==> src/sv/pqsi_pkg.sv <==
// ----------------------------------------------------------------------------
// pqsi_pkg
// Types and codes for the sorted-insert priority queue.
// ----------------------------------------------------------------------------
package pqsi_pkg;

    localparam int DATA_W = 32;
    localparam int PRIO_W = 16;
    localparam int FILL_W = 8;
    localparam int STAT_W = 2;

    // Request types
    localparam logic REQ_ENQ = 1'b0;
    localparam logic REQ_DEQ = 1'b1;

    // Response status codes
    localparam logic [STAT_W-1:0] ST_ENQUEUED = 2'd0;
    localparam logic [STAT_W-1:0] ST_FULL     = 2'd1;
    localparam logic [STAT_W-1:0] ST_DEQUEUED = 2'd2;
    localparam logic [STAT_W-1:0] ST_EMPTY    = 2'd3;

    typedef struct packed {
        logic                     req_type;
        logic signed [DATA_W-1:0] item_data;
        logic [PRIO_W-1:0]        item_priority;
    } req_t;

    typedef struct packed {
        logic [STAT_W-1:0]        status;
        logic signed [DATA_W-1:0] out_data;
        logic [PRIO_W-1:0]        out_priority;
        logic [FILL_W-1:0]        fill_level;
    } rsp_t;

    typedef struct packed {
        logic signed [DATA_W-1:0] data;
        logic [PRIO_W-1:0]        prio;
    } entry_t;

    // Broadcast command to every cell of the row
    typedef struct packed {
        logic   enq;
        logic   deq;
        entry_t item;
    } cell_ctl_t;

endpackage

==> src/sv/pqsi_cell.sv <==
// ----------------------------------------------------------------------------
// pqsi_cell
// One slot of the sorted row: holds an entry, compares it with the incoming
// entry, and takes the new entry, its left neighbor or its right neighbor.
// ----------------------------------------------------------------------------
module pqsi_cell (
    input  logic                clk,
    input  pqsi_pkg::cell_ctl_t ctl,
    input  logic                occupied,
    input  logic                left_flag,
    input  pqsi_pkg::entry_t    left_entry,
    input  pqsi_pkg::entry_t    right_entry,
    output logic                flag,
    output pqsi_pkg::entry_t    entry
);
    import pqsi_pkg::*;

    entry_t entry_reg;
    entry_t entry_next;

    // New entry belongs at or before this slot
    assign flag = !occupied || (ctl.item.prio > entry_reg.prio);

    always_comb
    begin
        entry_next = entry_reg;
        if (ctl.enq && flag)
        begin
            // Insertion point takes the new entry, slots behind it shift right
            entry_next = left_flag ? left_entry : ctl.item;
        end
        else if (ctl.deq)
        begin
            entry_next = right_entry;
        end
    end

    always_ff @(posedge clk)
    begin
        entry_reg <= entry_next;
    end

    assign entry = entry_reg;

endmodule

==> config.mk <==
export PLATFORM = sky130hd
export DESIGN_NAME = pqsi_cell
export DESIGN_NICKNAME = d
export VERILOG_FILES = /design/src/sv/pqsi_pkg.sv /design/src/sv/pqsi_cell.sv
export SDC_FILE = /design/constraint.sdc
export NUM_CORES = 1
export LEC_CHECK = 0
export BUFFER_PORTS_ARGS = -buffer_cell sky130_fd_sc_hd__buf_2
export CAP_MARGIN = 20
export CORE_MARGIN = 5
export CORE_UTILIZATION = 46
export CTS_CLUSTER_SIZE = 24
export DETAILED_ROUTE_END_ITERATION = 12
export GPL_TIMING_DRIVEN = 0
export PLACE_DENSITY = 0.87
export RECOVER_POWER = 100
export SYNTH_ARGS = -nofsm -noshare
export SYNTH_HDL_FRONTEND = slang
export SYNTH_SLANG_ARGS = --single-unit
==> constraint.sdc <==
create_clock -name clk -period 5.01 [get_ports clk]
set_input_delay 0.501 -clock clk [delete_from_list [all_inputs] [get_ports clk]]
set_output_delay 0.501 -clock clk [all_outputs]
set_load 0.005 [all_outputs]
==> impl_metrics.py <==
metrics = {
    "outcome": {
        "status": "completed",
    },
    "global_routing": {
        "grt_use_total_pct": 19.37,
        "grt_pass1_wl_um": 13030,
        "grt_overflow": 0,
        "grt_max_degree": 36,
        "antenna_found_initial": 0,
        "grt_pass1_vias": 2753,
    },
    "finish": {
        "largest_register_ff_count": 48,
        "fillers": 544,
        "final_common_cell": "buf_2",
        "fin_cells": 501,
        "final_cell_mix": "buf_2, mux2_2, edfxtp_1, clkbuf_1",
        "antennaDiodeCount": 0,
        "syn2layout_area_growth_pct": 34.87,
        "final_util_pct": 64.51,
        "drive_above_1_share_pct": 59.91,
        "fin_nets": 588,
    },
    "critical_path": {
        "critPathLaunchType": "flop",
        "cp-end-kind": "flop",
        "rr_startpoint": "entry[15]$_DFFE_PP_",
        "required_ps": 5000,
        "path_depth": 9,
        "reg2regPathDepth": 9,
        "path_class": "reg2reg",
        "path_cells": "inv_1 -> ha_1 -> nand4_1 -> a2111oi_0 -> o311a_4 -> clkbuf_1 -> buf_8 -> or2_2 -> buf_12",
        "arrival_ps": 3550,
        "cp_slowest_cell": "a2111oi_0",
        "rrSetupSlack_ps": 1450,
        "crit_buf_inv": 4,
        "critPathMaxStageDelay_ps": 710,
        "crit_fanout": 35,
        "worstReg2RegEnd": "entry[19]$_DFFE_PP_",
        "crit_family": "buffers and inverters",
    },
    "power_and_ir_drop": {
        "ir_drop_v": 0.0001243,
        "internal-power_uw": 762.6,
        "leakagePower_uw": 0.001877,
        "pwr-share-seq_pct": 50.5,
        "power.density_nw_per_um2": 248.0,
        "p_comb_share_pct": 27.9,
        "clockPowerShare_pct": 21.6,
        "switchingPower_uw": 270.9,
        "swShare_pct": 26.21,
    },
    "logic_synthesis": {
        "synth_seq_area_share_pct": 46.66,
        "syn_area_um2": 3089,
        "syn_nets": 384,
        "synth_edf_count": 48,
        "synthCells": 219,
        "syn_avg_cell_area_um2": 14.11,
        "ys.warnings.count": 0,
        "synth_top_flop_cell": "edfxtp_1",
        "synthArstFlopShare_pct": 0,
        "synth.distinct_cells": 30,
        "ys_ff_latch": 48,
    },
    "min_path": {
        "holdPathEnd": "entry[38]$_DFFE_PP_",
        "worst_hold_startpoint": "right_entry[38]",
        "hp-class": "in2reg",
        "worstHoldPathCells": 2,
    },
    "timing": {
        "setup_viol": 0,
        "layout_min_cycle_time_ps": 3555,
        "fin_crit_sh_pct": 70.96,
        "fin_setup_tns_ps": 0,
        "grt_setup_unrepaired": "no",
        "clock.fmax_ghz": 0.2813,
        "hold_viol": 0,
        "slew_headroom_pct": 50.40,
        "setup_slack_ps": 1455,
        "worstMarginPinSlew_ps": 725.2,
        "drv_slew": 0,
        "finClkSkew_ps": 4.231,
    },
    "clock_tree": {
        "cts-root-buf": "clkbuf_8",
        "clk_latency_ps": 290,
        "cts_inserted_buffers": 5,
        "cts_tree": "yes",
        "cts_repair_resize_count": 0,
        "clk_path_buf_depth": 2,
        "cts_max_level": 2,
        "holdBufCountCts": 0,
        "post_cts_buffers": 0,
        "cts.sink_count": 48,
        "path_clk_slew_ps": 90,
    },
    "route": {
        "drt-total-wl_um": 8391,
        "ant_nets": 0,
        "detail_route.wl_per_cell_um": 16.75,
        "drc": 0,
        "first_pass_iters": 4,
        "num_vias": 2544,
        "avgViaCountPerCell": 5.078,
        "drt_iter0_markers": 70,
    },
    "floorplanning": {
        "io_pins": 198,
        "die_w_um": 91.95,
        "design.die.area_um2": 8455,
        "fp-row-count": 29,
        "core_um2": 6459,
        "die_height_um": 91.95,
        "initial_core_util_pct": 47.83,
    },
    "job": {
        "cap_violations": 0,
    },
    "placed_design": {
        "io_buffer_count": 196,
        "placed_cells": 493,
        "dp_slack_ps": 1599,
        "hpwlAfterDp_um": 6907,
        "gp_congestion": 0.7926,
    },
}
## cells in the mapped netlist, types with 2 or more instances
| cell | instances | area share [%] |
|---|---|---|
| a21oi_1 | 5 | 0.81 |
| and2_1 | 2 | 0.40 |
| buf_4 | 3 | 0.73 |
| clkbuf_1 | 4 | 0.49 |
| edfxtp_1 | 48 | 47 |
| ha_1 | 16 | 6.5 |
| inv_1 | 16 | 1.9 |
| mux2_2 | 86 | 31 |
| mux2_4 | 9 | 4.4 |
| nand2_1 | 5 | 0.61 |
| nand4_1 | 2 | 0.40 |
| nor4_1 | 2 | 0.40 |
| o21ai_0 | 4 | 0.65 |
## metal layers
| metal | share of wire (%) | global-route usage (%) | vias to the layer above |
|---|---|---|---|
| li1 | - | - | 1242 |
| met1 | 35 | 20.09 | 1183 |
| met2 | 56 | 38.08 | 111 |
| met3 | 8.2 | 5.810 | 8 |
| met4 | 0.88 | 4.084 | 0 |
| met5 | 0 | 0 | - |
## power groups by stage
stage	clock [uW]	sequential, uW	combinational, uW
5_1_grt	246	526	322
6_report	223	521	289
2_1_floorplan	0	537	164
3_5_place_dp	0	529	317
4_1_cts	231	521	318
3_3_place_gp	0	528	303
## worst register-to-register path: stages (launching register included)
cell	delay, ps
edfxtp_1	360
inv_1	50
ha_1	300
nand4_1	180
a2111oi_0	710
o311a_4	300
clkbuf_1	480
buf_8	220
or2_2	370
buf_12	270
## layout make-up
cell class / instances / area [um2] / share of cell area (%)
timing repair buffer: 197 / 955.9 / 22.94
clock buffer: 7 / 76.32 / 1.832
inverter: 16 / 60.06 / 1.441
buffer: 10 / 48.80 / 1.171
multi-input combinational: 145 / 1484 / 35.62
sequential: 48 / 1441 / 34.59
clock inverter: 1 / 3.754 / 0.09009
tap: 77 / 96.34 / 2.312
## cell families (layout without fill, tap and decap cells)
family                     count (synthesis)  after routing  share of synthesized area (%)
AOI/OAI and AO/OA                         14             14                          3.159
adders and majority gates                 16             16                          6.480
buffers and inverters                     26            231                          4.131
DFF                                       48             48                          46.66
muxes                                     95             95                          35.72
and+or+nand+nor                           20             20                          3.848
## worst max path at each step
stage | from | endpoint | slack (ps)
5_1_grt | entry[15]$_DFFE_PP_ | entry[27]$_DFFE_PP_ | 1000
6_report | entry[15]$_DFFE_PP_ | entry[19]$_DFFE_PP_ | 1450
3_5_place_dp | ctl[15] | entry[19]$_DFFE_PP_ | 1600
3_3_place_gp | ctl[15] | entry[19]$_DFFE_PP_ | 580
2_1_floorplan | ctl[15] | entry[0]$_DFFE_PP_ | 1400
4_1_cts | entry[15]$_DFFE_PP_ | entry[36]$_DFFE_PP_ | 1820
## stage by stage
stage / instance area [um2] / hold slack (ps) / total power (uW)
4_1_cts: 4267 / 493.1 / 1071
5_1_grt: 4167 / 468.1 / 1095
3_3_place_gp: 4167 / 801.7 / 831.0
2_1_floorplan: 3089 / 718.9 / 701.6
6_report: 4167 / 487.1 / 1033
3_5_place_dp: 4187 / 805.7 / 846.4
(Power assumes the default switching activity.)
